===== src/rtl/core/uffc_pkg.sv =====
// Package with the shared types, constants and helpers of the UART FIFO block.
package uffc_pkg;

  // Ring depth of each FIFO; one slot always stays free.
  localparam int DEPTH = 64;
  localparam int PTR_W = (DEPTH > 1) ? $clog2(DEPTH) : 1;
  localparam int FILL_W = PTR_W + 1;
  localparam int HW_W = 6;
  localparam int REPORT_W = 6;
  localparam logic [HW_W-1:0] RTS_MARK_RESET = HW_W'(48);

  typedef logic [PTR_W-1:0] ptr_t;
  typedef logic [FILL_W-1:0] fill_t;

  // Operation codes of one item.
  typedef enum logic [1:0] {
    OP_WRITE = 2'd0,
    OP_READ  = 2'd1,
    OP_RX    = 2'd2,
    OP_TICK  = 2'd3
  } op_t;

  typedef struct packed {
    op_t         op;
    logic [7:0]  data_in;
  } cmd_t;

  typedef struct packed {
    logic [7:0]          data_out;
    logic                data_valid;
    logic                accepted;
    logic                rts_n;
    logic                overflow;
    logic                tx_armed;
    logic [REPORT_W-1:0] rx_fill;
    logic [REPORT_W-1:0] tx_fill;
  } result_t;

  // Pointer advance with wrap at the ring depth.
  function automatic ptr_t next_pos(input ptr_t p);
    ptr_t r;
    if (p == ptr_t'(DEPTH - 1)) begin
      r = '0;
    end else begin
      r = p + ptr_t'(1);
    end
    return r;
  endfunction

  // Number of bytes held between read and write pointers.
  function automatic fill_t fill_of(input ptr_t rd, input ptr_t wr);
    fill_t r;
    if (wr >= rd) begin
      r = fill_t'(wr) - fill_t'(rd);
    end else begin
      r = fill_t'(wr) + fill_t'(DEPTH) - fill_t'(rd);
    end
    return r;
  endfunction

  // Fill level as reported on the result, masked to the report width.
  function automatic logic [REPORT_W-1:0] fill_report(input fill_t f);
    logic [FILL_W+REPORT_W-1:0] ext;
    ext = {{REPORT_W{1'b0}}, f};
    return ext[REPORT_W-1:0];
  endfunction

  // True when the fill level lies above the high-water mark.
  function automatic logic above_mark(input fill_t f, input logic [HW_W-1:0] hw);
    logic [FILL_W+HW_W-1:0] fe;
    logic [FILL_W+HW_W-1:0] he;
    fe = {{HW_W{1'b0}}, f};
    he = {{FILL_W{1'b0}}, hw};
    return fe > he;
  endfunction

endpackage


===== src/rtl/core/uart_fifo_rts_flow_control_unit.sv =====
// Top level of the UART transmit and receive FIFO block with RTS flow control.
//
// One item is an event on the cmd port: a host write, a host read, a byte
// received from the line, or a transmitter-ready tick. An item is taken at a
// rising clock edge where start is high and busy is low. busy stays low, so
// a new item may be given in every cycle.
// Each item gives exactly one result on the result port, marked by strobe
// for one cycle, in the cycle after the item was taken. The byte stores are
// synchronous memories read at the edge that takes the item, and their read
// data feeds the result in the following cycle. Throughput is one item per cycle.
// The receiver cannot hold results off; strobe is not repeated.
// The high-water mark is written through cfg_we and cfg_wdata; the user must
// do so only while no item is in flight, as the block does not enforce it.
// Synchronous reset empties both FIFOs, clears the armed, rts and overflow
// flags, and sets the high-water mark to 48. The byte stores are not
// cleared: an entry is only read after it has been written.
module uart_fifo_rts_flow_control_unit (
  input  logic                   clk,
  input  logic                   rst,
  input  logic                   start,
  output logic                   busy,
  input  uffc_pkg::cmd_t         cmd,
  output logic                   strobe,
  output uffc_pkg::result_t      result,
  input  logic                   cfg_we,
  input  logic [uffc_pkg::HW_W-1:0] cfg_wdata
);
  import uffc_pkg::*;

  // Control state.
  ptr_t tx_rd, tx_rd_next, tx_wr, tx_wr_next;
  ptr_t rx_rd, rx_rd_next, rx_wr, rx_wr_next;
  logic armed, armed_next;
  logic rts, rts_next;
  logic ovf, ovf_next;
  logic [HW_W-1:0] rts_mark;

  // Byte stores and their registered read data.
  logic [7:0] tx_store [DEPTH];
  logic [7:0] rx_store [DEPTH];
  logic [7:0] tx_rdata, rx_rdata;
  logic tx_we, rx_we;

  // Result registers.
  logic res_valid, res_valid_next;
  logic res_acc, res_acc_next;
  logic res_from_tx;
  logic [REPORT_W-1:0] res_rx_fill, res_tx_fill;

  logic accept;
  fill_t rx_fill_new;

  assign busy = 1'b0;
  assign accept = start && !busy;

  // Per-item decode of pushes, pops and flag updates.
  always_comb begin
    tx_rd_next = tx_rd;
    tx_wr_next = tx_wr;
    rx_rd_next = rx_rd;
    rx_wr_next = rx_wr;
    armed_next = armed;
    rts_next = rts;
    ovf_next = ovf;
    tx_we = 1'b0;
    rx_we = 1'b0;
    res_valid_next = 1'b0;
    res_acc_next = 1'b0;
    rx_fill_new = '0;
    if (accept) begin
      unique case (cmd.op)
        OP_WRITE: begin
          if (next_pos(tx_wr) != tx_rd) begin
            tx_we = 1'b1;
            tx_wr_next = next_pos(tx_wr);
            res_acc_next = 1'b1;
          end
          armed_next = 1'b1;
        end
        OP_READ: begin
          if (rx_rd != rx_wr) begin
            rx_rd_next = next_pos(rx_rd);
            res_valid_next = 1'b1;
          end
          rx_fill_new = fill_of(rx_rd_next, rx_wr);
          if (!above_mark(rx_fill_new, rts_mark)) begin
            rts_next = 1'b0;
          end
        end
        OP_RX: begin
          if (next_pos(rx_wr) != rx_rd) begin
            rx_we = 1'b1;
            rx_wr_next = next_pos(rx_wr);
            res_acc_next = 1'b1;
          end else begin
            ovf_next = 1'b1;
          end
          rx_fill_new = fill_of(rx_rd, rx_wr_next);
          if (above_mark(rx_fill_new, rts_mark)) begin
            rts_next = 1'b1;
          end
        end
        OP_TICK: begin
          if (armed) begin
            if (tx_rd != tx_wr) begin
              tx_rd_next = next_pos(tx_rd);
              res_valid_next = 1'b1;
            end else begin
              armed_next = 1'b0;
            end
          end
        end
        default: begin
        end
      endcase
    end
  end

  // Pointer, flag and configuration registers.
  always_ff @(posedge clk) begin
    if (rst) begin
      tx_rd <= '0;
      tx_wr <= '0;
      rx_rd <= '0;
      rx_wr <= '0;
      armed <= 1'b0;
      rts <= 1'b0;
      ovf <= 1'b0;
      rts_mark <= RTS_MARK_RESET;
      strobe <= 1'b0;
    end else begin
      tx_rd <= tx_rd_next;
      tx_wr <= tx_wr_next;
      rx_rd <= rx_rd_next;
      rx_wr <= rx_wr_next;
      armed <= armed_next;
      rts <= rts_next;
      ovf <= ovf_next;
      strobe <= accept;
      if (cfg_we) begin
        rts_mark <= cfg_wdata;
      end
    end
  end

  // Transmit store: one write and one read port.
  always_ff @(posedge clk) begin
    if (tx_we) begin
      tx_store[tx_wr] <= cmd.data_in;
    end
    tx_rdata <= tx_store[tx_rd];
  end

  // Receive store: one write and one read port.
  always_ff @(posedge clk) begin
    if (rx_we) begin
      rx_store[rx_wr] <= cmd.data_in;
    end
    rx_rdata <= rx_store[rx_rd];
  end

  // Result payload registers.
  always_ff @(posedge clk) begin
    res_valid <= res_valid_next;
    res_acc <= res_acc_next;
    res_from_tx <= (cmd.op == OP_TICK);
    res_rx_fill <= fill_report(fill_of(rx_rd_next, rx_wr_next));
    res_tx_fill <= fill_report(fill_of(tx_rd_next, tx_wr_next));
  end

  // Result assembly; the flags are the state left by the item.
  always_comb begin
    if (!res_valid) begin
      result.data_out = 8'h00;
    end else if (res_from_tx) begin
      result.data_out = tx_rdata;
    end else begin
      result.data_out = rx_rdata;
    end
    result.data_valid = res_valid;
    result.accepted = res_acc;
    result.rts_n = rts;
    result.overflow = ovf;
    result.tx_armed = armed;
    result.rx_fill = res_rx_fill;
    result.tx_fill = res_tx_fill;
  end

endmodule

===== config.mk =====
export PLATFORM = sky130hd
export DESIGN_NAME = uart_fifo_rts_flow_control_unit
export DESIGN_NICKNAME = d
export VERILOG_FILES = /design/src/rtl/core/uffc_pkg.sv /design/src/rtl/core/uart_fifo_rts_flow_control_unit.sv
export SDC_FILE = /design/constraint.sdc
export NUM_CORES = 1
export LEC_CHECK = 0
export BUFFER_PORTS_ARGS = -buffer_cell sky130_fd_sc_hd__buf_2
export CAP_MARGIN = 20
export CORE_ASPECT_RATIO = 0.9
export CORE_MARGIN = 5
export CORE_UTILIZATION = 63
export CTS_CLUSTER_SIZE = 14
export DETAILED_ROUTE_END_ITERATION = 8
export PLACE_DENSITY = 0.79
export SLEW_MARGIN = 0
export SYNTH_ARGS = -nofsm -noshare
export SYNTH_HDL_FRONTEND = slang
export SYNTH_SLANG_ARGS = --single-unit

===== constraint.sdc =====
create_clock -name clk -period 6.3 [get_ports clk]
set_input_delay 0.945 -clock clk [delete_from_list [all_inputs] [get_ports clk]]
set_output_delay 0.945 -clock clk [all_outputs]
set_load 0.005 [all_outputs]

==> results.tsv, run 1 <==
stage	metric	value	unit
sta	slew_headroom	28.4	%
cts	cts-root-buf	clkbuf_16	
logic_synthesis	synth-edff-count	1024	
worst_hold_path	holdPathStages	2	
cts	clkTransAtPathRegs	0.07	ns
outcome	run_status	completed	
die	initial_utilization	63.8	%
power	p_clk_share	42.6	%
cts	clock_path_buffers	3	
worst_setup_path	crit_path_max_fanout	11	
grt	gr-usage-all-layers	28.1	%
sta	finalMaxSlewViolations	0	
flow_run	drv_cap	0	
sta	rsz0062_at_grt	no	
detailed_routing	dr.pass1.iters	5	
logic_synthesis	synth_most_common_cell	edfxtp_1	
power	powerDensity	296	nW/µm²
logic_synthesis	synthSimpleGateAreaFrac	3.68	%
logic_synthesis	synth_top_area_share	69.9	%
logic_synthesis	synthTopCellsByArea	edfxtp_1 70%, mux4_2 17%, dfxtp_1 3.0%	
grt	grt_pass1_wl	153000	µm
logic_synthesis	syn_avg_cell_area	20.4	µm²
die	coreArea	68900	µm²
layout	antenna_cells	0	
logic_synthesis	ys_seq_area_share	72.9	%
worst_setup_path	path_class	flop to flop	
logic_synthesis	synthFlopType	edfxtp_1	
detailed_routing	antenna_left	0	
detailed_routing	dr_total_vias	22300	
die	dieHeight	261	µm
logic_synthesis	ys_ff_latch	1089	
die	die_w	289	µm
cts	post_cts_buffers	0	
cts	numCtsBuffers	101	
sta	hold_ws	0.479	ns
power	p_sw	2840	µW
sta	fin_worst_skew	0.0249	ns
sta	fmax	0.175	GHz
logic_synthesis	synth_fa_ha_area_share	1.41	%
logic_synthesis	synthCells	2153	
place	dp_hpwl	58800	µm
cts	ctsHoldBuffers	0	
layout	syn_to_final_growth	10.2	%
power	cellInternalPower	11500	µW
logic_synthesis	syn-cell-area	44000	µm²
detailed_routing	routed_wl	104000	µm
worst_setup_path	critical_path.endpoint_type	flop	
grt	antenna_found_initial	2	
sta	setup_viol	0	
logic_synthesis	ys_top_cells_by_count	1024 x edfxtp_1, 333 x mux4_2, 146 x nor2_1, 65 x dfxtp_1, 55 x clkbuf_1	
worst_setup_path	r2r_cells	22	
logic_synthesis	synth_top_family_by_area	multiplexers	
power	vdd_drop_max	0.000196	V
grt	grt_max_degree	93	
logic_synthesis	synth-xor-area-share	1.03	%
logic_synthesis	ys_async_sr_fraction	0	%
cts	cts_tree	yes	
worst_hold_path	holdPathEnd	rts$_SDFFE_PP0P_	
detailed_routing	drtIter0Drc	2952	
worst_hold_path	hold_start	rts$_SDFFE_PP0P_	
logic_synthesis	synth_top_area_cell	edfxtp_1	
cts	clkLatencyLatePin	0.65	ns
grt	first_global_vias	22500	
sta	tns	0	ns
grt	grt_overflow	0	
layout	drive_above_1_share	26.3	%
cts	htreeDepth	3	
die	die-area	75200	µm²
place	post-place-cells	3045	
cts	post_cts_resized	0	
layout	final_nets	2289	
worst_setup_path	cp.required	6.79	ns
die	io_pins	47	
sta	tightest_slew	1.07	ns
sta	post-route-period-util	90.6	%
place	port_buffers	45	
logic_synthesis	synth-compound-area-share	1.46	%
detailed_routing	vias_per_cell	6.88	
worst_setup_path	r2r_slack	0.59	ns
die	rows	91	
worst_setup_path	start_kind	flop	
worst_setup_path	r2r_start	rx_wr[1]$_SDFF_PP0_	
worst_setup_path	worstPathArrival	6.20	ns
cts	clock-sinks	1089	
sta	period_needed	5.71	ns
power	seq_power_share	55.3	%
logic_synthesis	yosys_warnings	0	
sta	finalHoldViolCount	0	
place	place.gp.congestion	0.908	
worst_setup_path	r2r_end	rts$_SDFFE_PP0P_	
layout	fin_cells	3233	
logic_synthesis	synthesis.nets	2220	
power	power_frac_comb	2.1	%
worst_hold_path	hp-class	flop to flop	
logic_synthesis	ys_types	65	
detailed_routing	drcViolationCount	0	
power	p_sw_share	19.8	%
detailed_routing	wire_per_inst	32.1	µm
logic_synthesis	muxShareOfSynthArea	17.7	%
power	power_leakage	0.0151	µW
==> worst max-delay path by stage <==
stage / cells after the start / slack, ns / startpoint / end
after global placement: 22 / 0.93 / rx_wr[0]$_SDFF_PP0_ / rts$_SDFFE_PP0P_
after detailed placement: 22 / 0.80 / rx_wr[0]$_SDFF_PP0_ / rts$_SDFFE_PP0P_
final: 22 / 0.59 / rx_wr[1]$_SDFF_PP0_ / rts$_SDFFE_PP0P_
after floorplan: 20 / 1.82 / rx_wr[0]$_SDFF_PP0_ / rts$_SDFFE_PP0P_
after global routing: 22 / 0.19 / rx_wr[0]$_SDFF_PP0_ / rts$_SDFFE_PP0P_
after CTS: 22 / 0.68 / rx_wr[0]$_SDFF_PP0_ / rts$_SDFFE_PP0P_
==> kinds of logic (layout without fill, tap and decap cells) <==
logic type                 count (synthesis)  after routing
xor gates and xnor gates                  51             51
DFF                                     1089           1089
and+or+nand+nor                          338            338
adders and majority gates                 47             47
other                                      1              1
muxes                                    360            360
buffers and inverters                    170            320
AOI/OAI and AO/OA                         97             97
==> power groups by stage <==
stage	registers [µW]	clock network [µW]	logic (µW)
floorplan	8080	0	135
global placement	8090	0	284
detailed placement	8090	0	298
CTS	7940	6180	302
global route	7930	6520	329
finish	7940	6120	305
==> stage by stage <==
| stage | instance area (µm²) | setup slack, ns | total power [µW] | util [%] |
|---|---|---|---|---|
| 2_1_floorplan | 44000 | 1.82 | 8220 | - |
| 3_3_place_gp | 45100 | 0.931 | 8370 | 65.5 |
| 3_5_place_dp | 45100 | 0.796 | 8390 | 65.5 |
| 4_1_cts | 48400 | 0.678 | 14400 | 70.3 |
| 5_1_grt | 48500 | 0.189 | 14800 | 70.4 |
| 6_report | 48500 | 0.590 | 14400 | 70.4 |
==> routing by layer <==
metal	GRT usage (%)	wire, µm	up-vias
li1	-	-	8923
met1	40.8	38900	11600
met2	44.1	50600	1514
met3	7.14	11600	208
met4	6.82	2570	4
met5	0	23	-
==> final cells by class <==
type,count,area (µm²)
multi-input combinational,894,11100
tap,930,1160
sequential,1089,32100
clock inverter,59,639
inverter,43,161
timing repair buffer,93,666
clock buffer,125,2650
fill,3874,20400
==> sequential cells by signal, summed over array words and instances (netlist names) <==
register     count
res_acc          1
rx_rd            6
rts_mark         6
res_from_tx      1
tx_rdata         8
strobe           1
rx_wr            6
tx_store       512
res_rx_fill      6
res_valid        1
ovf              1
tx_rd            6
tx_wr            6
res_tx_fill      6
rx_rdata         8
armed            1
rx_store       512
rts              1
==> critical path: stages, from the launching register on <==
cell and delay (ns):
dfxtp_1 0.56, ha_1 0.34, nand3_1 0.25, nor2_1 0.38, nor3_1 0.09, nand4b_2 0.33
nor2_1 0.48, nor3_1 0.09, a21oi_1 0.22, ha_1 0.29, nand2b_1 0.16, a21o_1 0.19
a21oi_1 0.21, o211ai_1 0.15, mux2i_1 0.16, a311o_1 0.37, o211ai_1 0.10, ha_1 0.26
and3_1 0.20, a221oi_1 0.35, a41oi_1 0.10, o21ai_0 0.18, a221oi_1 0.09
==> layout by cell type, fill, tap and decap left out, types with 6 or more instances in the layout <==
cell type	synthesis	layout
a21o_1	13	13
a21oi_1	22	22
a31oi_1	10	10
and2_1	8	8
and3_1	8	8
buf_2	36	39
buf_4	12	50
bufinv_16	0	13
clkbuf_1	55	21
clkbuf_16	0	101
clkinv_1	0	23
clkinv_2	0	13
dfxtp_1	65	58
edfxtp_1	1024	1024
ha_1	43	43
inv_1	43	42
mux2_2	7	7
mux2i_1	20	20
mux4_2	333	333
nand2_1	52	52
nand2b_1	6	6
nand3_1	23	23
nor2_1	146	146
nor2_2	10	10
nor2b_1	18	18
nor3_1	16	16
nor4_1	14	12
o211ai_1	8	8
o21ai_0	15	15
or3_1	7	7
xnor2_1	34	34
xor2_1	16	16
Power figures use the tool's default switching activity.
==> run 2, diff against run 1 <==
--- a/config.mk
+++ b/config.mk
@@ -13,6 +13,7 @@
 export CTS_CLUSTER_SIZE = 14
 export DETAILED_ROUTE_END_ITERATION = 8
 export PLACE_DENSITY = 0.79
+export RECOVER_POWER = 25
 export SLEW_MARGIN = 0
 export SYNTH_ARGS = -nofsm -noshare
 export SYNTH_HDL_FRONTEND = slang
==> run 2 against run 1 <==
The run now ends with max-capacitance violations, max-slew violations left. Sequential share of layout area is 0.074 points higher. Highest routed layer unchanged. Count of clock-buffer cells in the layout stayed put. Largest cell class unchanged. First-iteration DRC count is 1.1% lower.
==> results.tsv, run 2 (synthesis gave the netlist of run 1 again) <==
stage	metric	value	unit
layout	reg_top3	rx_store (512), tx_store (512)	
sta	fin_worst_skew	0.0237	ns
die	die-area	75200	µm²
layout	layout_common_cells	1024 x edfxtp_1, 333 x mux4_2, 146 x nor2_1	
worst_setup_path	path_class	flop to flop	
cts	clkTransAtPathRegs	0.07	ns
die	io_pins	47	
power	p_total	14400	µW
detailed_routing	routed_wl	104000	µm
detailed_routing	wire_per_inst	32.1	µm
detailed_routing	drcViolationCount	0	
worst_setup_path	start_kind	flop	
detailed_routing	dr.pass1.iters	5	
detailed_routing	vias_per_cell	6.89	
power	vdd_drop_max	0.000197	V
sta	period_needed	5.78	ns
grt	first_global_vias	22500	
cts	cts_tree	yes	
sta	slew_headroom	-129	%
layout	mostFrequentLayoutCell	edfxtp_1	
cts	numCtsBuffers	101	
layout	postLayoutCellArea	48400	µm²
worst_setup_path	cp.required	6.74	ns
grt	grt_pass1_wl	153000	µm
layout	drive_above_1_share	25.7	%
sta	worst_slack	0.518	ns
die	die_w	289	µm
detailed_routing	drtIter0Drc	2921	
worst_setup_path	worstPathArrival	6.22	ns
cts	clock_path_buffers	3	
place	post_dp_cell_area	45100	µm²
die	initial_utilization	63.8	%
sta	tightest_slew	3.44	ns
grt	grt_overflow	0	
layout	antenna_cells	0	
sta	tns	0	ns
cts	post_cts_buffers	0	
place	port_buffers	45	
place	dp_hpwl	58800	µm
flow_run	drv_cap	16	
die	coreArea	68900	µm²
power	power_leakage	0.0151	µW
worst_setup_path	critical_path.endpoint_type	flop	
detailed_routing	dr_total_vias	22300	
place	pre_cts_ws	0.796	ns
sta	finalHoldViolCount	0	
grt	gr-usage-all-layers	28.1	%
detailed_routing	antenna_left	0	
cts	clkLatencyLatePin	0.66	ns
worst_setup_path	crit_path_max_fanout	13	
sta	finalMaxSlewViolations	992	
die	dieHeight	261	µm
cts	ctsHoldBuffers	0	
sta	setup_viol	0	
grt	antenna_found_initial	2	
cts	htreeDepth	3	
layout	syn_to_final_growth	10.1	%
worst_hold_path	hp-class	flop to flop	
sta	hold_ws	0.479	ns
die	rows	91	
sta	rsz0062_at_grt	no	
place	place.gp.congestion	0.908	
cts	cts-root-buf	clkbuf_16	
outcome	violations	max-capacitance violations, max-slew violations	
power	powerDensity	297	nW/µm²
sta	fmax	0.173	GHz
cts	clock-sinks	1089	
cts	post_cts_resized	0	
outcome	run_status	complete, but fails checks	
grt	grt_max_degree	93	
layout	final_nets	2289	
sta	post-route-period-util	91.8	%
run 2: through the flow:
step                      std cells  utilization, %
after CTS                      3229            70.3
final                          3233            70.3
after global routing           3233            70.3
after detailed placement       3045            65.5
after global placement         3042            65.5
after floorplan                2153               -
run 2: worst paths after layout:
path / to / cells past startpoint / slack, ns / startpoint
max reg2reg: rts$_SDFFE_PP0P_ / 22 / 0.52 / rx_wr[0]$_SDFF_PP0_
min reg2reg: rts$_SDFFE_PP0P_ / 2 / 0.48 / rts$_SDFFE_PP0P_
min: rts$_SDFFE_PP0P_ / 2 / 0.48 / rts$_SDFFE_PP0P_
max: rts$_SDFFE_PP0P_ / 22 / 0.52 / rx_wr[0]$_SDFF_PP0_
run 2: area by class of cell:
| class | count | area (µm²) |
|---|---|---|
| tap | 930 | 1160 |
| timing repair buffer | 93 | 612 |
| sequential | 1089 | 32100 |
| multi-input combinational | 894 | 11100 |
| inverter | 43 | 161 |
| fill | 3881 | 20500 |
| clock buffer | 125 | 2650 |
| clock inverter | 59 | 639 |
run 2: power by group:
part / switching (µW) / leakage [µW] / internal [µW] / total, µW
Clock: 2600 / 0.00159 / 3510 / 6110
Sequential: 16.2 / 0.00974 / 7930 / 7950
Combinational: 218 / 0.00373 / 84.3 / 302
Total: 2840 / 0.0151 / 11500 / 14400
run 2: layer usage:
layer  track usage (%)  up-vias  routed length, µm  part of all wire (%)
met1              40.8    11600              38700                    37
met2              44.1     1540              50700                    49
li1                  -     8930                  -                     -
met5                 0        -                 23                 0.022
met3              7.14      206              11700                    11
met4              6.82        4               2660                   2.6
run 2: worst max-delay path: stages, from the launching register on:
cell and delay [ns]:
dfxtp_1 0.57, ha_1 0.35, nand3_1 0.25, nor2_1 0.40, nor3_1 0.09, nand4b_2 0.33
nor2_1 0.47, nor3_1 0.09, a21oi_1 0.22, ha_1 0.29, nand2b_1 0.16, a21o_1 0.19
a21oi_1 0.21, o211ai_1 0.15, mux2i_1 0.16, a311o_1 0.37, o211ai_1 0.10, ha_1 0.26
and3_1 0.20, a221oi_1 0.37, a41oi_1 0.10, o21ai_0 0.18, a221oi_1 0.09
